--- src/rtl/core/ezlr_pkg.sv ---
package ezlr_pkg;

	localparam int CoordBitsDefault = 11;

	localparam logic OpStart = 1'b0;
	localparam logic OpStep  = 1'b1;

	localparam logic [2:0] Zone0 = 3'd0;
	localparam logic [2:0] Zone1 = 3'd1;
	localparam logic [2:0] Zone2 = 3'd2;
	localparam logic [2:0] Zone3 = 3'd3;
	localparam logic [2:0] Zone4 = 3'd4;
	localparam logic [2:0] Zone5 = 3'd5;
	localparam logic [2:0] Zone6 = 3'd6;
	localparam logic [2:0] Zone7 = 3'd7;

	// control part of a classified command word
	typedef struct packed {
		logic       op;
		logic [2:0] zone;
		logic [1:0] color;
	} cmd_ctl_t;

	localparam int CmdCtlBits = $bits(cmd_ctl_t);

	// control part of a result word
	typedef struct packed {
		logic       valid;
		logic [2:0] zone;
		logic [1:0] color;
		logic       last;
	} res_ctl_t;

	localparam int ResCtlBits = $bits(res_ctl_t);

endpackage

--- src/rtl/core/ezlr_queue.sv ---
module ezlr_queue #(
	parameter int DATA_BITS = 8
) (
	input  logic                 clk,
	input  logic                 arst_n,
	input  logic                 wr,
	input  logic [DATA_BITS-1:0] wdata,
	output logic                 full,
	input  logic                 rd,
	output logic [DATA_BITS-1:0] rdata,
	output logic                 empty
);

	logic [DATA_BITS-1:0] mem_q [2];
	logic                 wr_ptr_q;
	logic                 rd_ptr_q;
	logic [1:0]           count_q;
	logic                 do_wr;
	logic                 do_rd;

	assign full  = (count_q == 2'd2);
	assign empty = (count_q == 2'd0);
	assign do_wr = wr && !full;
	assign do_rd = rd && !empty;
	assign rdata = mem_q[rd_ptr_q];

	always_ff @(posedge clk or negedge arst_n) begin
		if (!arst_n) begin
			wr_ptr_q <= 1'b0;
			rd_ptr_q <= 1'b0;
			count_q  <= 2'd0;
		end else begin
			if (do_wr)
				wr_ptr_q <= !wr_ptr_q;
			if (do_rd)
				rd_ptr_q <= !rd_ptr_q;
			if (do_wr && !do_rd)
				count_q <= count_q + 2'd1;
			else if (do_rd && !do_wr)
				count_q <= count_q - 2'd1;
		end
	end

	always_ff @(posedge clk) begin
		if (do_wr)
			mem_q[wr_ptr_q] <= wdata;
	end

endmodule

--- src/rtl/core/ezlr_front.sv ---
module ezlr_front #(
	parameter int COORD_BITS = ezlr_pkg::CoordBitsDefault
) (
	input  logic                     clk,
	input  logic                     arst_n,
	input  logic                     push,
	output logic                     full,
	input  logic                     operation,
	input  logic [COORD_BITS-1:0]    start_x,
	input  logic [COORD_BITS-1:0]    start_y,
	input  logic [COORD_BITS-1:0]    end_x,
	input  logic [COORD_BITS-1:0]    end_y,
	input  logic [1:0]               color_index,
	output logic                     cmd_wr,
	input  logic                     cmd_full,
	output ezlr_pkg::cmd_ctl_t       cmd_ctl,
	output logic [COORD_BITS:0]      cmd_a0,
	output logic [COORD_BITS:0]      cmd_b0,
	output logic [COORD_BITS-1:0]    cmd_ddx,
	output logic [COORD_BITS-1:0]    cmd_ddy
);

	localparam int W = COORD_BITS;

	logic          valid_s1;
	logic          op_s1;
	logic [1:0]    color_s1;
	logic [W:0]    x0_s1;
	logic [W:0]    y0_s1;
	logic [W:0]    dx_s1;
	logic [W:0]    dy_s1;
	logic          take;

	logic [W+1:0]  sum;
	logic [W+1:0]  diff;
	logic [2:0]    zone;
	logic [W:0]    nx0;
	logic [W:0]    ny0;
	logic [W:0]    ndx;
	logic [W:0]    ndy;
	logic [W:0]    ddx_w;
	logic [W:0]    ddy_w;

	assign full   = valid_s1 && cmd_full;
	assign take   = push && !full;
	assign cmd_wr = valid_s1 && !cmd_full;

	always_ff @(posedge clk or negedge arst_n) begin
		if (!arst_n) begin
			valid_s1 <= 1'b0;
		end else if (take) begin
			valid_s1 <= 1'b1;
		end else if (!cmd_full) begin
			valid_s1 <= 1'b0;
		end
	end

	always_ff @(posedge clk) begin
		if (take) begin
			op_s1    <= operation;
			color_s1 <= color_index;
			x0_s1    <= {start_x[W-1], start_x};
			y0_s1    <= {start_y[W-1], start_y};
			dx_s1    <= {end_x[W-1], end_x} - {start_x[W-1], start_x};
			dy_s1    <= {end_y[W-1], end_y} - {start_y[W-1], start_y};
		end
	end

	// |dx| vs |dy| per quadrant reduces to the sign of dx+dy or dx-dy
	assign sum  = {dx_s1[W], dx_s1} + {dy_s1[W], dy_s1};
	assign diff = {dx_s1[W], dx_s1} - {dy_s1[W], dy_s1};

	always_comb begin
		case ({dx_s1[W], dy_s1[W]})
			2'b00:   zone = !diff[W+1] ? ezlr_pkg::Zone0 : ezlr_pkg::Zone1;
			2'b10:   zone = (sum[W+1] || sum == '0) ? ezlr_pkg::Zone3 : ezlr_pkg::Zone2;
			2'b11:   zone = (diff[W+1] || diff == '0) ? ezlr_pkg::Zone4 : ezlr_pkg::Zone5;
			default: zone = !sum[W+1] ? ezlr_pkg::Zone7 : ezlr_pkg::Zone6;
		endcase
	end

	assign nx0 = -x0_s1;
	assign ny0 = -y0_s1;
	assign ndx = -dx_s1;
	assign ndy = -dy_s1;

	always_comb begin
		case (zone)
			ezlr_pkg::Zone0: begin
				cmd_a0 = x0_s1; cmd_b0 = y0_s1; ddx_w = dx_s1; ddy_w = dy_s1;
			end
			ezlr_pkg::Zone1: begin
				cmd_a0 = y0_s1; cmd_b0 = x0_s1; ddx_w = dy_s1; ddy_w = dx_s1;
			end
			ezlr_pkg::Zone2: begin
				cmd_a0 = y0_s1; cmd_b0 = nx0; ddx_w = dy_s1; ddy_w = ndx;
			end
			ezlr_pkg::Zone3: begin
				cmd_a0 = nx0; cmd_b0 = y0_s1; ddx_w = ndx; ddy_w = dy_s1;
			end
			ezlr_pkg::Zone4: begin
				cmd_a0 = nx0; cmd_b0 = ny0; ddx_w = ndx; ddy_w = ndy;
			end
			ezlr_pkg::Zone5: begin
				cmd_a0 = ny0; cmd_b0 = nx0; ddx_w = ndy; ddy_w = ndx;
			end
			ezlr_pkg::Zone6: begin
				cmd_a0 = ny0; cmd_b0 = x0_s1; ddx_w = ndy; ddy_w = dx_s1;
			end
			default: begin
				cmd_a0 = x0_s1; cmd_b0 = ny0; ddx_w = dx_s1; ddy_w = ndy;
			end
		endcase
	end

	// in zone 0 both deltas are non-negative and below 2^W
	assign cmd_ddx = ddx_w[W-1:0];
	assign cmd_ddy = ddy_w[W-1:0];

	assign cmd_ctl.op    = op_s1;
	assign cmd_ctl.zone  = zone;
	assign cmd_ctl.color = color_s1;

endmodule

--- src/rtl/core/ezlr_back.sv ---
module ezlr_back #(
	parameter int COORD_BITS = ezlr_pkg::CoordBitsDefault
) (
	input  logic                  clk,
	input  logic                  arst_n,
	input  logic                  cmd_empty,
	output logic                  cmd_rd,
	input  ezlr_pkg::cmd_ctl_t    cmd_ctl,
	input  logic [COORD_BITS:0]   cmd_a0,
	input  logic [COORD_BITS:0]   cmd_b0,
	input  logic [COORD_BITS-1:0] cmd_ddx,
	input  logic [COORD_BITS-1:0] cmd_ddy,
	output logic                  empty,
	input  logic                  pop,
	output logic                  pixel_valid,
	output logic [COORD_BITS-1:0] pixel_x,
	output logic [COORD_BITS-1:0] pixel_y,
	output logic [1:0]            pixel_color,
	output logic [2:0]            line_zone,
	output logic                  last_pixel
);

	localparam int W       = COORD_BITS;
	localparam int ResBits = ezlr_pkg::ResCtlBits + 2 * (W + 1);

	logic [W:0]    walk_x_q;
	logic [W:0]    walk_y_q;
	logic [W+2:0]  decision_q;
	logic [W+1:0]  east_q;
	logic [W+1:0]  ne_q;
	logic [W-1:0]  rem_q;
	logic [2:0]    zone_q;
	logic [1:0]    color_q;
	logic          active_q;

	logic          res_full;
	logic          go;
	logic          is_start;
	logic          is_step;

	logic [W+2:0]  dec_init;
	logic [W+1:0]  east_init;
	logic [W+1:0]  ne_init;
	logic [W+2:0]  dec_step;
	logic [W:0]    walk_x_inc;
	logic [W:0]    walk_y_inc;

	ezlr_pkg::res_ctl_t res_ctl;
	logic [W:0]         res_a;
	logic [W:0]         res_b;
	logic [ResBits-1:0] res_wdata;
	logic [ResBits-1:0] res_rdata;
	ezlr_pkg::res_ctl_t out_ctl;
	logic [W:0]         out_a;
	logic [W:0]         out_b;
	logic [W:0]         out_x;
	logic [W:0]         out_y;

	assign go       = !cmd_empty && !res_full;
	assign cmd_rd   = go;
	assign is_start = go && (cmd_ctl.op == ezlr_pkg::OpStart);
	assign is_step  = go && (cmd_ctl.op == ezlr_pkg::OpStep) && active_q;

	assign dec_init  = {2'b00, cmd_ddy, 1'b0} - {3'b000, cmd_ddx};
	assign east_init = {1'b0, cmd_ddy, 1'b0};
	assign ne_init   = {1'b0, cmd_ddy, 1'b0} - {1'b0, cmd_ddx, 1'b0};

	// midpoint update: east when the decision term is negative
	assign dec_step   = decision_q[W+2] ? decision_q + {east_q[W+1], east_q}
	                                    : decision_q + {ne_q[W+1], ne_q};
	assign walk_x_inc = walk_x_q + 1'b1;
	assign walk_y_inc = decision_q[W+2] ? walk_y_q : walk_y_q + 1'b1;

	always_ff @(posedge clk or negedge arst_n) begin
		if (!arst_n) begin
			walk_x_q   <= '0;
			walk_y_q   <= '0;
			decision_q <= '0;
			east_q     <= '0;
			ne_q       <= '0;
			rem_q      <= '0;
			zone_q     <= ezlr_pkg::Zone0;
			color_q    <= 2'd0;
			active_q   <= 1'b0;
		end else if (is_start) begin
			walk_x_q   <= cmd_a0;
			walk_y_q   <= cmd_b0;
			decision_q <= dec_init;
			east_q     <= east_init;
			ne_q       <= ne_init;
			rem_q      <= cmd_ddx;
			zone_q     <= cmd_ctl.zone;
			color_q    <= cmd_ctl.color;
			active_q   <= (cmd_ddx != '0);
		end else if (is_step) begin
			walk_x_q   <= walk_x_inc;
			walk_y_q   <= walk_y_inc;
			decision_q <= dec_step;
			rem_q      <= rem_q - 1'b1;
			active_q   <= (rem_q != W'(1));
		end
	end

	// result word carries zone-0 coordinates; remap happens on the read side
	always_comb begin
		if (is_start) begin
			res_ctl.valid = 1'b1;
			res_ctl.zone  = cmd_ctl.zone;
			res_ctl.color = cmd_ctl.color;
			res_ctl.last  = (cmd_ddx == '0);
			res_a         = cmd_a0;
			res_b         = cmd_b0;
		end else if (is_step) begin
			res_ctl.valid = 1'b1;
			res_ctl.zone  = zone_q;
			res_ctl.color = color_q;
			res_ctl.last  = (rem_q == W'(1));
			res_a         = walk_x_inc;
			res_b         = walk_y_inc;
		end else begin
			res_ctl.valid = 1'b0;
			res_ctl.zone  = ezlr_pkg::Zone0;
			res_ctl.color = 2'd0;
			res_ctl.last  = 1'b0;
			res_a         = '0;
			res_b         = '0;
		end
	end

	assign res_wdata = {res_ctl, res_a, res_b};

	ezlr_queue #(
		.DATA_BITS(ResBits)
	) u_res_queue (
		.clk   (clk),
		.arst_n(arst_n),
		.wr    (go),
		.wdata (res_wdata),
		.full  (res_full),
		.rd    (pop),
		.rdata (res_rdata),
		.empty (empty)
	);

	assign {out_ctl, out_a, out_b} = res_rdata;

	always_comb begin
		case (out_ctl.zone)
			ezlr_pkg::Zone0: begin out_x = out_a;  out_y = out_b;  end
			ezlr_pkg::Zone1: begin out_x = out_b;  out_y = out_a;  end
			ezlr_pkg::Zone2: begin out_x = -out_b; out_y = out_a;  end
			ezlr_pkg::Zone3: begin out_x = -out_a; out_y = out_b;  end
			ezlr_pkg::Zone4: begin out_x = -out_a; out_y = -out_b; end
			ezlr_pkg::Zone5: begin out_x = -out_b; out_y = -out_a; end
			ezlr_pkg::Zone6: begin out_x = out_b;  out_y = -out_a; end
			default:         begin out_x = out_a;  out_y = -out_b; end
		endcase
	end

	assign pixel_valid = out_ctl.valid;
	assign pixel_x     = out_x[W-1:0];
	assign pixel_y     = out_y[W-1:0];
	assign pixel_color = out_ctl.color;
	assign line_zone   = out_ctl.zone;
	assign last_pixel  = out_ctl.last;

endmodule

--- src/rtl/core/eight_zone_line_rasterizer.sv ---
// Eight-octant midpoint line rasterizer.
// Input channel (push/full): a word is taken when push is high and full is low.
//   operation = start latches both endpoints and the color and returns the
//   first pixel; operation = step returns the next pixel of the current line.
//   A step with no line in progress returns a word with pixel_valid low and
//   all other fields zero. A start during a line drops the old line.
// Output channel (empty/pop): the oldest result word sits on the pixel ports
//   while empty is low and is taken when pop is high.
// Exactly one result word per input word, in order.
// A result becomes visible once it has passed the classify stage, the command
//   queue and the walker stage into the result queue.
// Throughput: one word per cycle while neither queue is full; the walker updates
//   its decision term, position and remaining count as it writes each result word.
// Two-entry queues sit between classifier and walker and at the output, so
//   either side may stall; a stalled consumer fills the output queue, then the
//   command queue, and then full rises.
// Reset (arst_n low) empties both queues and leaves the walker idle.
module eight_zone_line_rasterizer #(
	parameter int COORD_BITS = ezlr_pkg::CoordBitsDefault
) (
	input  logic                  clk,
	input  logic                  arst_n,
	input  logic                  push,
	output logic                  full,
	input  logic                  operation,
	input  logic [COORD_BITS-1:0] start_x,
	input  logic [COORD_BITS-1:0] start_y,
	input  logic [COORD_BITS-1:0] end_x,
	input  logic [COORD_BITS-1:0] end_y,
	input  logic [1:0]            color_index,
	output logic                  empty,
	input  logic                  pop,
	output logic                  pixel_valid,
	output logic [COORD_BITS-1:0] pixel_x,
	output logic [COORD_BITS-1:0] pixel_y,
	output logic [1:0]            pixel_color,
	output logic [2:0]            line_zone,
	output logic                  last_pixel
);

	localparam int W       = COORD_BITS;
	localparam int CmdBits = ezlr_pkg::CmdCtlBits + 2 * (W + 1) + 2 * W;

	logic                  f_wr;
	logic                  f_full;
	ezlr_pkg::cmd_ctl_t    f_ctl;
	logic [W:0]            f_a0;
	logic [W:0]            f_b0;
	logic [W-1:0]          f_ddx;
	logic [W-1:0]          f_ddy;
	logic [CmdBits-1:0]    q_wdata;
	logic [CmdBits-1:0]    q_rdata;
	logic                  q_empty;
	logic                  q_rd;
	ezlr_pkg::cmd_ctl_t    b_ctl;
	logic [W:0]            b_a0;
	logic [W:0]            b_b0;
	logic [W-1:0]          b_ddx;
	logic [W-1:0]          b_ddy;

	ezlr_front #(
		.COORD_BITS(COORD_BITS)
	) u_front (
		.clk        (clk),
		.arst_n     (arst_n),
		.push       (push),
		.full       (full),
		.operation  (operation),
		.start_x    (start_x),
		.start_y    (start_y),
		.end_x      (end_x),
		.end_y      (end_y),
		.color_index(color_index),
		.cmd_wr     (f_wr),
		.cmd_full   (f_full),
		.cmd_ctl    (f_ctl),
		.cmd_a0     (f_a0),
		.cmd_b0     (f_b0),
		.cmd_ddx    (f_ddx),
		.cmd_ddy    (f_ddy)
	);

	assign q_wdata = {f_ctl, f_a0, f_b0, f_ddx, f_ddy};

	ezlr_queue #(
		.DATA_BITS(CmdBits)
	) u_cmd_queue (
		.clk   (clk),
		.arst_n(arst_n),
		.wr    (f_wr),
		.wdata (q_wdata),
		.full  (f_full),
		.rd    (q_rd),
		.rdata (q_rdata),
		.empty (q_empty)
	);

	assign {b_ctl, b_a0, b_b0, b_ddx, b_ddy} = q_rdata;

	ezlr_back #(
		.COORD_BITS(COORD_BITS)
	) u_back (
		.clk        (clk),
		.arst_n     (arst_n),
		.cmd_empty  (q_empty),
		.cmd_rd     (q_rd),
		.cmd_ctl    (b_ctl),
		.cmd_a0     (b_a0),
		.cmd_b0     (b_b0),
		.cmd_ddx    (b_ddx),
		.cmd_ddy    (b_ddy),
		.empty      (empty),
		.pop        (pop),
		.pixel_valid(pixel_valid),
		.pixel_x    (pixel_x),
		.pixel_y    (pixel_y),
		.pixel_color(pixel_color),
		.line_zone  (line_zone),
		.last_pixel (last_pixel)
	);

endmodule
--- config.mk ---
export PLATFORM = sky130hd
export DESIGN_NAME = eight_zone_line_rasterizer
export DESIGN_NICKNAME = d
export VERILOG_FILES = /design/src/rtl/core/ezlr_pkg.sv /design/src/rtl/core/ezlr_queue.sv /design/src/rtl/core/ezlr_front.sv /design/src/rtl/core/ezlr_back.sv /design/src/rtl/core/eight_zone_line_rasterizer.sv
export SDC_FILE = /design/constraint.sdc
export NUM_CORES = 1
export LEC_CHECK = 0
export ABC_AREA = 1
export BUFFER_PORTS_ARGS = -buffer_cell sky130_fd_sc_hd__buf_2
export CAP_MARGIN = 30
export CORE_MARGIN = 4
export CORE_UTILIZATION = 50
export CTS_CLUSTER_DIAMETER = 80
export DETAILED_ROUTE_END_ITERATION = 6
export PLACE_DENSITY = 0.81
export SYNTH_ARGS = -nofsm -noshare
export SYNTH_HDL_FRONTEND = slang
export SYNTH_SLANG_ARGS = --single-unit
--- constraint.sdc ---
create_clock -name clk -period 3.4 [get_ports clk]
set_clock_uncertainty 0.2 [all_clocks]
set_input_delay 0.17 -clock clk [delete_from_list [all_inputs] [get_ports clk]]
set_output_delay 0.17 -clock clk [all_outputs]
set_load 0.01 [all_outputs]
* Word level (Yosys, flattened, before mapping)
Memory sizes are Yosys's and may differ from the RTL's.
Cells that the tools add are included.
** Storage, ports and cells
- Register bits after elaboration :: 137
- Memory bits (writable) :: 166
- Bits of input ports :: 51
- Memories kept :: 2
** Memory list
- u_cmd_queue.mem_q :: words 2, width 52, rd ports 1, clocked after Yosys merged registers in 0, wr ports 1, line ezlr_queue.sv:14 : logic [DATA_BITS-1:0] mem_q [2];
- u_back.u_res_queue.mem_q :: words 2, width 31, rd ports 1, clocked after Yosys merged registers in 0, wr ports 1, line ezlr_queue.sv:14
** Cells by class
- Add/sub/neg operators :: 21
- Equal/unequal tests :: 19
- Muxes and demuxes :: 39
- Bitwise logic cells :: 1
- Reductions and logical operators :: 54
** Operators with widths (count)
- $pmux 11 s3 :: 4
- $mux 12 :: 9
- $pmux 12 s3 :: 2
- $neg 11->11 :: 4
- $mux 14 :: 3
- $logic_not 13->1 :: 2
- $sub 12x12->13 :: 2
- $add 12x1->12 const B :: 2
- $neg 12->12 :: 2
- $reduce_or 2->1 :: 12
- $sub 11x11->12 :: 2
- $mux 11 :: 2
- $eq 3x3->1 const B :: 6
- $logic_and 1x1->1 :: 15
- $add 14x12->14 :: 1
- $add 14x14->14 :: 1
- $mux 7 :: 2
- $add 12x12->13 :: 1
- $logic_not 1->1 :: 13
- $sub 12x11->13 :: 1
- $eq 3x2->1 const B :: 4
- $mux 1 :: 12
- $eq 11x1->1 const B :: 1
- $logic_not 11->1 :: 1
- 15 further kinds :: 30

* Logic depth before layout (Yosys ltp)
Gate-level depths: netlist (run 1).
- Word-level depth :: 8
- Depth in mapped cells :: 26
- Gate-level depth less buffers :: 24

* Modules after synthesis
From an unflattened synthesis (run 1), not the netlist that was laid out.
** Unflattened totals
- Cells, all modules :: 2566
- Area, all modules :: 19857.8 um^2
** By module, submodules not included
- ezlr_back :: times used 1, cells each 1107, area an instance 7060.5 um^2
- ezlr_front :: times used 1, cells each 962, area an instance 6266.0 um^2
- ezlr_queue at u_cmd_queue :: times used 1, cells each 303, area an instance 4038.9 um^2
- ezlr_queue at u_back.u_res_queue :: times used 1, cells each 194, area an instance 2492.4 um^2

* Worst setup path after synthesis (run 1)
Ideal clock, no wire load.
- Path kind :: register to register
- Start point :: register u_cmd_queue.count_q[0]
- End point :: memory u_cmd_queue.mem_q[1][0] (netlist bit) (enable)
- Library setup time :: 0.459 ns
- Data arrival time :: 2.849 ns
- Data required time :: 2.741 ns
- Path slack :: -0.108 ns
- Stages on the path, launching flop included :: 5
- Path buffers :: 0
- Period minus slack after synthesis :: 3.508 ns
- Cells stage by stage :: dfrtp_1 > inv_1 > a21oi_1 > inv_1 > nor2_1
** On the way
- Cells in the longest elaborated chain, start to end :: 6
** Ends and longest elaborated chain
- start: declaration :: line ezlr_queue.sv:17 : logic [1:0] count_q;
- start signal: assignment :: line ezlr_queue.sv:38 : count_q <= count_q + 2'd1;
- start signal: assignment :: line ezlr_queue.sv:40 : count_q <= count_q - 2'd1;
- $eq 2x2->1 (*) :: line ezlr_queue.sv:21 : assign full = (count_q == 2'd2);
- $logic_not 1->1 (*) :: line ezlr_queue.sv:23, ezlr_front.sv:46
- $logic_and 1x1->1 :: line ezlr_front.sv:46 : assign cmd_wr = valid_s1 && !cmd_full;
- $logic_and 1x1->1 (*) :: line ezlr_queue.sv:23 : assign do_wr = wr && !full;
- named net u_cmd_queue.do_wr :: line ezlr_queue.sv:18 : logic do_wr;
- $mux 1 (*) :: line ezlr_queue.sv:45 : if (do_wr)
- $mux 1 (implied by the code) (*) :: line ezlr_queue.sv:46 : mem_q[wr_ptr_q] <= wdata;
- end: declaration :: line ezlr_queue.sv:14
Mark *: on every way through the listed nets, which the timed path passes. The rest lies on a longest branch.

* Worst setup path after layout (run 1)
- Start point :: register u_front.dy_s1[0]
- End point :: memory u_cmd_queue.mem_q[0][20] (netlist bit), data pin
** On the way
- Cells in the longest elaborated chain, start to end :: 8
- Elaborated cells between the ends (all ways) :: 22
- Classes of those cells :: 3 x add/sub; 6 x eq/ne; 6 x mux; 7 x reduce/logical
** Ends and longest elaborated chain
- start: declaration :: line ezlr_front.sv:31 : logic [W:0] dy_s1;
- start signal: assignment :: line ezlr_front.sv:65 : dy_s1 <= {end_y[W-1], end_y} - {start_y[W-1], start_y};
- $sub 12x12->13 or $add 12x12->13 (tied branches) :: line ezlr_front.sv:71, ezlr_front.sv:70
- $logic_not 13->1, on equally long branches :: line ezlr_front.sv:77, ezlr_front.sv:76
- $logic_or 1x1->1, on equally long branches :: line ezlr_front.sv:77, ezlr_front.sv:76
- $mux 1, on equally long branches :: line ezlr_front.sv:77, ezlr_front.sv:76
- $pmux 3 s3 :: line ezlr_front.sv:74 : case ({dx_s1[W], dy_s1[W]})
- $eq 3x3->1, or another cell as far along :: line ezlr_front.sv:88 : case (zone)
- $reduce_or 2->1 (no line)
- $pmux 11 s3 (*) :: line ezlr_front.sv:88
- named net f_ddx[9] :: line eight_zone_line_rasterizer.sv:49 : logic [W-1:0] f_ddx;
Marked as above.

==> results of run 1 <==
==> cell usage in the layout (no fill, tap or decap), types with 16 or more instances in the layout <==
| cell type | synthesis | final |
|---|---|---|
| nand2_1 | 518 | 491 |
| inv_1 | 248 | 229 |
| edfxtp_1 | 207 | 207 |
| nor2_1 | 187 | 142 |
| buf_4 | 5 | 109 |
| o21ai_0 | 138 | 107 |
| nand3_1 | 115 | 103 |
| dfrtp_1 | 84 | 83 |
| ha_1 | 93 | 80 |
| buf_2 | 18 | 80 |
| nand4_1 | 79 | 79 |
| xor2_1 | 75 | 72 |
| a21oi_1 | 77 | 72 |
| dlygate4sd3_1 | 0 | 51 |
| clkbuf_16 | 0 | 35 |
| nor2_2 | 1 | 31 |
| xnor2_1 | 31 | 29 |
| nand2_2 | 6 | 27 |
| nor3_1 | 31 | 26 |
| or2_2 | 33 | 25 |
| inv_2 | 4 | 18 |
| o21ai_2 | 0 | 16 |
==> metal layers <==
layer | vias to the layer above | global-route usage (%)
met3 | 202 | 3.25
met5 | - | 0
met1 | 7624 | 31.2
met4 | 0 | 7.22
met2 | 889 | 40.7
li1 | 7641 | -
==> sequential cells by signal, summed over array words and instances, names as in the netlist, 2 cells and up <==
name / flops
u_back.walk_x_q: 11
u_back.decision_q: 13
u_back.rem_q: 11
u_front.dy_s1: 12
u_front.dx_s1: 12
u_cmd_queue.mem_q: 100
u_cmd_queue.count_q: 2
u_back.zone_q: 3
u_back.ne_q: 12
u_back.u_res_queue.mem_q: 58
u_back.east_q: 11
u_front.color_s1: 2
u_front.y0_s1: 11
u_back.walk_y_q: 11
u_back.u_res_queue.count_q: 2
u_front.x0_s1: 11
u_back.color_q: 2
==> timing repair <==
action,CTS,global route
cloned,0,9
pin swaps,11,56
endpoints found under the setup margin,90,129
hold endpoints to repair,105,0
resized for setup,57,200
hold buffers,51,0
buffers inserted,10,29
==> cell usage after synthesis (3+ instances only) <==
| cell type | count |
|---|---|
| nand3_1 | 115 |
| inv_1 | 248 |
| a21o_1 | 5 |
| o31ai_1 | 3 |
| o21bai_1 | 11 |
| xnor2_1 | 31 |
| fa_1 | 7 |
| a21oi_2 | 5 |
| a221oi_1 | 4 |
| or2_2 | 33 |
| nand4_1 | 79 |
| a31oi_1 | 6 |
| clkbuf_1 | 42 |
| o21ai_1 | 3 |
| o22ai_1 | 16 |
| o21ai_0 | 138 |
| edfxtp_1 | 207 |
| buf_1 | 6 |
| dfrtp_1 | 84 |
| a21oi_1 | 77 |
| buf_4 | 5 |
| xor2_1 | 75 |
| buf_2 | 18 |
| nor2_1 | 187 |
| nand3b_1 | 5 |
| o221ai_1 | 11 |
| mux2i_1 | 12 |
| o2111ai_1 | 7 |
| nand2_1 | 518 |
| nand2_4 | 4 |
| nor3_1 | 31 |
| o211ai_1 | 15 |
| a211oi_1 | 5 |
| ha_1 | 93 |
| nand2_2 | 6 |
| buf_6 | 7 |
| inv_2 | 4 |
==> per-stage QoR <==
stage	instances	hold WS, ps	TNS, ps	setup slack, ps
3_3_place_gp	2690	93.0	0	52.8
5_1_grt	2845	43.5	-17510	-300
2_1_floorplan	2141	-326	0	44.3
6_report	2845	17.5	-2380	-138
3_5_place_dp	2690	100	-1030	-49.9
4_1_cts	2807	21.6	-190	-45.1
==> area by class of cell <==
type	instances	area (µm²)
Timing Repair Buffer	265	2190
Sequential cell	291	8320
Inverter	254	968
Clock buffer	39	785
Multi-Input combinational cell	1518	9260
Fill cell	2689	13400
Tap cell	461	577
Clock inverter	17	158
==> kinds of logic (layout without fill, tap and decap cells) <==
family                   Yosys count  after routing  synth area share (%)
adder cells (fa/ha/maj)          100            100                  7.20
buffers and inverters            332            575                  7.40
XOR/XNOR                         106            106                  5.13
flip-flops                       291            291                  45.9
AO/OA/AOI/OAI                    316            316                  10.2
AND/OR/NAND/NOR                  984            984                  23.4
multiplexers                      12             12                 0.664
==> worst max-delay path, stage by stage, from the launching register on <==
cell,delay (ps)
edfxtp_1,490
ha_4,220
fa_2,520
nand2_2,50
a21oi_2,90
nand3_1,90
nor2_1,100
nand2_1,80
nor2_2,110
nand3_2,120
a21oi_4,180
nand2_4,100
nand2_4,100
nand2_4,70
nand2_4,90
buf_4,160
clkbuf_16,170
nand3_1,70
nand2_1,150
nor2_2,70
nor2_1,140
==> final timing paths <==
| check | to | slack, ps | cells past startpoint |
|---|---|---|---|
| min in group asynchronous | u_back.decision_q[7]$_DFFE_PN0P_ | 30 | 2 |
| max in group asynchronous | u_back.u_res_queue.rd_ptr_q$_DFFE_PN0P_ | 2210 | 3 |
| worst min register to register | u_cmd_queue.mem_q[1][47]$_DFFE_PP_ | 260 | 0 |
| worst min-delay path | u_front.dx_s1[7]$_DFFE_PP_ | 20 | 3 |
| worst max register to register | u_cmd_queue.mem_q[0][20]$_DFFE_PP_ | -140 | 20 |
| worst max-delay path | u_cmd_queue.mem_q[0][20]$_DFFE_PP_ | -140 | 20 |
==> impl_metrics.env, run 1 <==
export IMPL_met2_length_um=24700
export IMPL_die_y_um=198
export IMPL_insertion_delay_ps=570
export IMPL_num_vias=16400
export IMPL_core_area_mm2=0.0357
export IMPL_syn_num_nets=2292
export IMPL_cp_end_kind="flip-flop"
export IMPL_path_max_fanout=6
export IMPL_maxCapViolCount=0
export IMPL_wl_met3_um=3730
export IMPL_synth_top_area_share_pct=34.3
export IMPL_syn_avg_cell_area_um2=8.46
export IMPL_rows=69
export IMPL_drive_gt1_share_pct=20.4
export IMPL_period_share_pct=104
export IMPL_setup_worst_path_start_class="flip-flop"
export IMPL_cts_buffers=30
export IMPL_fp_dieW_um=198
export IMPL_ys_warn_count=0
export IMPL_status="complete, but fails checks"
export IMPL_fin_crit_ps=3540
export IMPL_dieArea_mm2=0.0393
export IMPL_drt_initial_drc_count=1558
export IMPL_postLayoutCellArea_mm2=0.0223
export IMPL_grt_start_max_net_pins=59
export IMPL_vias_per_cell=5.75
export IMPL_ant_nets=0
export IMPL_wl_met1_um=20100
export IMPL_synth_area_top_cells="edfxtp_1 (34%), dfrtp_1 (12%), nand2_1 (11%), ha_1 (6.4%), inv_1 (5.1%)"
export IMPL_required_ps=3600
export IMPL_synth_edf_count=207
export IMPL_worst_hold_path_type="primary input to flip-flop"
export IMPL_r2r_start="u_front.dy_s1[0]$_DFFE_PP_"
export IMPL_io_pin_count=82
export IMPL_synthToLayoutAreaGrowth_pct=23.0
export IMPL_fin_util_pct=62.4
export IMPL_ys_types=51
export IMPL_start_util_pct=50.8
export IMPL_rsz0062_at_grt="yes"
export IMPL_top_layer_used="met4"
export IMPL_clock_fmax_mhz=283
export IMPL_cts_root_buf="clkbuf_16"
export IMPL_hold_start="end_x[7]"
export IMPL_timing_final_max_slew_violations=0
export IMPL_grt_use_total_pct=23.6
export IMPL_grt_pass1_vias=15500
export IMPL_grt_pass1_wl_um=77100
export IMPL_clock_path_buffers=3
export IMPL_yosysSeqAreaShare_pct=45.9
export IMPL_clock_sinks=291
export IMPL_failed_checks="negative setup slack"
export IMPL_clkTransAtPathRegs_ps=70
export IMPL_antenna_cells=0
export IMPL_synth_seq_cells=291
export IMPL_drt_pass1_iter_count=6
export IMPL_overflow=0
export IMPL_startpoint="u_front.dy_s1[0]$_DFFE_PP_"
export IMPL_drc=0
export IMPL_drt_wl_total_um=50500
export IMPL_placed_cell_area_mm2=0.0195
export IMPL_cp_arrival_ps=3740
export IMPL_slew_headroom_pct=47.7
export IMPL_syn_inst=2141
export IMPL_nets=2511
export IMPL_synth_ff_type="edfxtp_1"
export IMPL_synth_area_leader_cell="edfxtp_1"
export IMPL_setup_worst_path_class="flip-flop to flip-flop"
export IMPL_hold_viol_final=0
export IMPL_wl_per_cell_um=17.8
export IMPL_async_reset_ff_share_pct=28.9
export IMPL_dp_hpwl_um=33700
export IMPL_syn_cell_area_mm2=0.0181
export IMPL_place_congestion=0.923
export IMPL_io_buffers=81
export IMPL_cts_max_level=1
export IMPL_tritoncts="built"
export IMPL_antenna_found_initial=0
export IMPL_worstMarginPinSlew_ps=784
export IMPL_setup_ws_ps=-138
export IMPL_setup_viol=43
Power of run 1 is left out: the tool's default activity adds up to more than one toggle a clock period on the data nets, which glitch-free logic cannot reach.
==> run 2: changes to the inputs <==
--- a/config.mk
+++ b/config.mk
@@ -12,7 +12,8 @@
 export CORE_UTILIZATION = 50
 export CTS_CLUSTER_DIAMETER = 80
 export DETAILED_ROUTE_END_ITERATION = 6
-export PLACE_DENSITY = 0.81
+export PLACE_DENSITY = 0.8
 export SYNTH_ARGS = -nofsm -noshare
 export SYNTH_HDL_FRONTEND = slang
+export SYNTH_HIERARCHICAL = 1
 export SYNTH_SLANG_ARGS = --single-unit
==> run 2 against run 1 <==
Against the previous run: the run still ends with negative setup slack left; final cell count increased by 14%; via count up 11%; flip-flop and latch count stayed put; design area is 3.5% higher; first-iteration DRC count grew 8.9%; die area rose by 6.8%; critical endpoint is now u_cmd_queue/mem_q[0][14]$_DFFE_PP_; largest cell class unchanged; highest routed layer unchanged.
==> impl_metrics.env, run 2 <==
export IMPL_status="complete, but fails checks"
export IMPL_failed_checks="negative setup slack"
export IMPL_r2r_slack_ps=-240
export IMPL_startpoint="u_front/dy_s1[0]$_DFFE_PP_"
export IMPL_layout_common_cells="nand2_1 (873), inv_1 (302), nand3_1 (211)"
export IMPL_clkTransAtPathRegs_ps=60
export IMPL_cp_arrival_ps=3750
export IMPL_path_max_fanout=7
export IMPL_io_pin_count=82
export IMPL_maxCapViolCount=0
export IMPL_antenna_cells=0
export IMPL_fin_crit_ps=3640
export IMPL_top_layer_used="met4"
export IMPL_reg2reg_depth=23
export IMPL_rows=71
export IMPL_required_ps=3510
export IMPL_hold_viol_final=0
export IMPL_cts_buffers=30
export IMPL_r2r_end="u_cmd_queue/mem_q[0][14]$_DFFE_PP_"
export IMPL_num_vias=18100
export IMPL_nFillCells=3139
export IMPL_syn_inst=2515
export IMPL_setup_ws_ps=-244
export IMPL_grt_use_total_pct=26.1
export IMPL_syn_num_nets=2666
export IMPL_postLayoutCellArea_mm2=0.0230
export IMPL_clock_path_buffers=3
export IMPL_drc=0
export IMPL_placed_cell_area_mm2=0.0206
export IMPL_rsz0062_at_grt="yes"
export IMPL_overflow=0
export IMPL_drt_initial_drc_count=1696
export IMPL_grt_pass1_wl_um=89200
export IMPL_setup_worst_path_start_class="flip-flop"
export IMPL_period_share_pct=107
export IMPL_ys_warn_count=6
export IMPL_cp_end_kind="flip-flop"
export IMPL_reg_largest_list="u_cmd_queue/mem_q x100, u_back/u_res_queue/mem_q x58, u_back/decision_q x13"
export IMPL_largest_reg_flops=100
export IMPL_ant_nets=0
export IMPL_drt_pass1_iter_count=6
export IMPL_cts_root_buf="clkbuf_16"
export IMPL_met2_length_um=27800
export IMPL_slew_headroom_pct=52.9
export IMPL_wl_met3_um=4300
export IMPL_start_util_pct=51.1
export IMPL_die_y_um=205
export IMPL_setup_worst_path_class="flip-flop to flip-flop"
export IMPL_crit_path_end="u_cmd_queue/mem_q[0][14]$_DFFE_PP_"
export IMPL_grt_pass1_vias=17600
export IMPL_tritoncts="built"
export IMPL_setup_viol=86
export IMPL_drive_gt1_share_pct=14.8
export IMPL_instances_no_fill=3257
export IMPL_pre_cts_ws_ps=-164
export IMPL_worstMarginPinSlew_ps=706
export IMPL_dp_hpwl_um=39300
export IMPL_dieArea_mm2=0.0420
export IMPL_antenna_found_initial=0
export IMPL_worst_hold_path_type="primary input to flip-flop"
export IMPL_place_congestion=0.966
export IMPL_wl_met1_um=22400
export IMPL_r2r_start="u_front/dy_s1[0]$_DFFE_PP_"
export IMPL_io_buffers=81
export IMPL_wl_per_cell_um=17.5
export IMPL_dp_cells=3117
export IMPL_timing_final_max_slew_violations=0
export IMPL_syn_avg_cell_area_um2=7.71
export IMPL_clock_sinks=291
export IMPL_core_area_mm2=0.0379
export IMPL_syn_cell_area_mm2=0.0194
export IMPL_cts_max_level=1
export IMPL_drt_wl_total_um=57000
export IMPL_clock_fmax_mhz=274
export IMPL_final_common_cell="nand2_1"
export IMPL_fp_dieW_um=205
export IMPL_nets=2873
export IMPL_top_register="u_cmd_queue/mem_q"
export IMPL_insertion_delay_ps=580
export IMPL_synthToLayoutAreaGrowth_pct=18.8
export IMPL_grt_start_max_net_pins=52
export IMPL_vias_per_cell=5.55
==> run 2: critical path, cell delays in order (launching register included) <==
cell,delay [ps]
edfxtp_1,460
ha_2,230
fa_2,420
inv_2,80
nand2_2,70
a21oi_2,120
nand3_1,80
nor2_1,150
nand3_1,90
nor2_1,120
nand3_1,90
nand2_1,80
nand2_2,80
nand2_4,110
nand3_4,90
nand2_4,120
buf_6,130
nand2_8,60
nand2_8,100
buf_6,110
buf_12,130
nand2_1,60
nor2_1,100
nor2_1,70
==> run 2: cell type report <==
| type | instances | area, µm² | area share (%) |
|---|---|---|---|
| Clock buffer | 39 | 856 | 3.71 |
| Multi-Input combinational cell | 1813 | 9720 | 42.2 |
| Sequential cell | 291 | 8320 | 36.1 |
| Timing Repair Buffer | 256 | 2080 | 9.01 |
| Tap cell | 511 | 639 | 2.77 |
| Clock inverter | 17 | 179 | 0.777 |
| Inverter | 330 | 1250 | 5.41 |
==> run 2: how the worst min path moves through the flow <==
stage,from,endpoint,cells after the start
final,operation,u_front/op_s1$_DFFE_PP_,2
after global routing,color_index[0],u_front/color_s1[0]$_DFFE_PP_,2
after CTS,operation,u_front/op_s1$_DFFE_PP_,2
after detailed placement,arst_n,u_back/decision_q[12]$_DFFE_PN0P_,1
after global placement,arst_n,u_back/decision_q[12]$_DFFE_PN0P_,1
after floorplan,arst_n,u_back/active_q$_DFFE_PN0P_,0
==> run 2: stage by stage <==
step | hold WS (ps) | util [%] | setup TNS [ps]
finish | 105 | 60.7 | -14060
global route | 104 | 60.7 | -23840
CTS | 81.7 | 59.5 | -3410
detailed placement | -65.0 | 54.4 | -9770
global placement | -65.5 | 54.3 | -10660
floorplan | -326 | - | 0
==> run 2: metal layers <==
metal / GRT usage [%] / vias to the layer above
li1: - / 8590
met1: 32.7 / 8397
met2: 46.1 / 891
met3: 3.15 / 205
met4: 10.6 / 0
met5: 0 / -
==> run 2: what timing repair did <==
item,CTS,global route
gates resized for setup,61,99
pin swaps,25,12
endpoints found under the setup margin,99,99
endpoints found under the hold margin,136,0
hold buffers,55,0
gates cloned,3,1
buffers inserted,12,17
Power of run 2 is left out for the same reason.
==> run 3: changes to the inputs <==
--- a/config.mk
+++ b/config.mk
@@ -8,6 +8,7 @@
 export ABC_AREA = 1
 export BUFFER_PORTS_ARGS = -buffer_cell sky130_fd_sc_hd__buf_2
 export CAP_MARGIN = 30
+export CORE_ASPECT_RATIO = 1.4
 export CORE_MARGIN = 4
 export CORE_UTILIZATION = 50
 export CTS_CLUSTER_DIAMETER = 80
==> run 3 against run 2 <==
Against the previous run: the flow still finishes with violations (negative setup slack); routed wire length down 1.7%; core utilization down 0.66 points; register-to-register slack better by 140 ps; highest routed layer unchanged.
==> impl_metrics.env, run 3 (synthesis results as in run 2) <==
export IMPL_vias_per_cell=5.43
export IMPL_p_leak_nw=11.1
export IMPL_tritoncts="built"
export IMPL_cts_max_level=1
export IMPL_clock_sinks=291
export IMPL_drt_initial_drc_count=1371
export IMPL_setup_worst_path_start_class="flip-flop"
export IMPL_cts_buffers=29
export IMPL_period_share_pct=103
export IMPL_synthToLayoutAreaGrowth_pct=19.0
export IMPL_setup_ws_ps=-103
export IMPL_cp_arrival_ps=3630
export IMPL_nets=2875
export IMPL_io_pin_count=82
export IMPL_register_area_mm2=0.00832
export IMPL_clkPwrFrac_pct=11.9
export IMPL_antenna_cells=0
export IMPL_num_vias=17800
export IMPL_drt_pass1_iter_count=6
export IMPL_core_area_mm2=0.0384
export IMPL_path_cells="inv_2 > ha_4 > fa_2 > nand2_2 > a21oi_2 > o21ai_1 > nor2_1 > nand2_1 > nor2_2 > nand3_2 > a21oi_4 > nand2_4 > nand2_4 > nand2_4 > nand2_8 > nand2_8 > nand2_8 > clkbuf_16 > nand2_1 > nor2_1 > nor2_1"
export IMPL_power_density_mw_per_mm2=1160
export IMPL_max_stage_delay_ps=530
export IMPL_drc=0
export IMPL_drive_gt1_share_pct=15.6
export IMPL_nFillCells=3269
export IMPL_worst_hold_path_type="primary input to async pin"
export IMPL_antenna_found_initial=0
export IMPL_final_common_cell="nand2_1"
export IMPL_vdd_drop_max_v=0.000633
export IMPL_largest_reg_flops=100
export IMPL_fin_util_pct=60.1
export IMPL_overflow=0
export IMPL_cp_end_kind="flip-flop"
export IMPL_top_register="u_cmd_queue/mem_q"
export IMPL_swShare_pct=49.0
export IMPL_required_ps=3530
export IMPL_status="complete, but fails checks"
export IMPL_cts_root_buf="clkbuf_16"
export IMPL_power_total_mw=26.9
export IMPL_clkTransAtPathRegs_ps=60
export IMPL_pre_cts_ws_ps=-343
export IMPL_layout_common_cells="nand2_1 (853), inv_1 (306), nand3_1 (207), edfxtp_1 (207), nor2_1 (137)"
export IMPL_place_congestion=0.962
export IMPL_ant_nets=0
export IMPL_setup_viol=82
export IMPL_setup_worst_path_class="flip-flop to flip-flop"
export IMPL_failed_checks="negative setup slack"
export IMPL_die_y_um=241
export IMPL_clock_path_buffers=3
export IMPL_rsz0062_at_grt="yes"
export IMPL_hold_viol_final=0
export IMPL_wl_per_cell_um=17.1
export IMPL_grt_start_max_net_pins=64
export IMPL_start_util_pct=50.5
export IMPL_grt_pass1_vias=17400
export IMPL_worstMarginPinSlew_ps=881
export IMPL_reg_largest_list="u_cmd_queue/mem_q x100, u_back/u_res_queue/mem_q x58, u_back/decision_q x13"
export IMPL_slowest_stage="fa_2"
export IMPL_fin_crit_ps=3500
export IMPL_seq_power_share_pct=24.8
export IMPL_clock_fmax_mhz=286
export IMPL_drt_wl_total_um=56000
export IMPL_p_int_mw=13.7
export IMPL_maxCapViolCount=0
export IMPL_multi_input_area_mm2=0.00980
export IMPL_grt_pass1_wl_um=87500
export IMPL_slew_headroom_pct=41.2
export IMPL_grt_use_total_pct=25.6
export IMPL_dieArea_mm2=0.0420
export IMPL_fp_dieW_um=174
export IMPL_io_buffers=81
export IMPL_insertion_delay_ps=580
export IMPL_path_max_fanout=5
export IMPL_dp_hpwl_um=40500
export IMPL_switching_power_mw=13.2
export IMPL_timing_final_max_slew_violations=0
export IMPL_p_comb_share_pct=63.2
export IMPL_rows=85
-- run 3: changes by cell type in the layout (fill, tap and decap cells not counted), moves of 6 or more --
| cell | before | now |
|---|---|---|
| nor2_2 | 20 | 32 |
| nor2_1 | 143 | 137 |
| nand2_1 | 873 | 853 |
| nand2_2 | 23 | 45 |
| buf_4 | 95 | 104 |
| buf_12 | 11 | 5 |
| clkinv_4 | 0 | 6 |
| clkinv_2 | 7 | 1 |
-- run 3: layout make-up --
cell class              count  area share [%]
clock inverters            16           0.765
inverters                 330            5.42
repair buffers            257            9.03
clock buffers              37            3.41
flip-flops and latches    291            36.1
well taps                 522            2.83
multi-input cells        1815            42.5
-- run 3: final timing paths --
path	cells after the start	slack (ps)	to	from
setup reg to reg	21	-100	u_cmd_queue/mem_q[0][19]$_DFFE_PP_	u_front/dx_s1[0]$_DFFE_PP_
setup / recovery	21	-100	u_cmd_queue/mem_q[0][19]$_DFFE_PP_	u_front/dx_s1[0]$_DFFE_PP_
min in group clk	5	110	u_front/dy_s1[3]$_DFFE_PP_	end_y[2]
hold reg to reg	0	250	u_cmd_queue/mem_q[0][46]$_DFFE_PP_	u_front/color_s1[0]$_DFFE_PP_
max in group asynchronous	3	2210	u_back/ne_q[2]$_DFFE_PN0P_	arst_n
hold / removal	2	30	u_back/decision_q[12]$_DFFE_PN0P_	arst_n
-- run 3: metal layers --
metal	routed length, µm	global-route usage, %	up-vias
met5	0	0	-
li1	-	-	8599
met1	20600	28.2	8247
met3	2640	2.21	207
met2	28900	48.1	697
met4	3890	14.8	0
-- run 3: metrics by stage --
| step | setup TNS, ps | cell area [µm²] | std cells | hold WS, ps |
|---|---|---|---|---|
| floorplan | 0 | 19400 | 2515 | -326 |
| global placement | -9970 | 20700 | 3132 | 105 |
| detailed placement | -19610 | 20700 | 3132 | 112 |
| CTS | -1510 | 22500 | 3253 | 37.1 |
| global route | -16990 | 23100 | 3268 | 109 |
| finish | -5030 | 23100 | 3268 | 29.5 |
-- run 3: critical path, delay by kind of cell, from the launching register on --
family          cells  cell delay [ps]
flops               1              460
buf+inv             2              250
fa+ha+maj           2              700
simple gates       14             1270
compound gates      3              350
-- run 3: power groups by stage --
stage | Clock [mW] | Sequential (mW) | Combinational [mW]
after floorplan | 0 | 6.55 | 11.3
after global placement | 0 | 6.63 | 15.0
after detailed placement | 0 | 6.70 | 15.3
after CTS | 3.27 | 6.65 | 15.9
after global routing | 3.41 | 6.80 | 18.9
final | 3.21 | 6.67 | 17.0
-- run 3: repair_timing --
item / 4_1_cts / 5_1_grt
hold buffers: 53 / 0
pin swaps: 12 / 30
setup buffers: 10 / 10
gates cloned: 5 / 7
endpoints found under the hold margin: 112 / 0
endpoints found under the setup margin: 88 / 105
gates resized for setup: 46 / 122
Note: power is estimated with default switching activity, not from simulation.
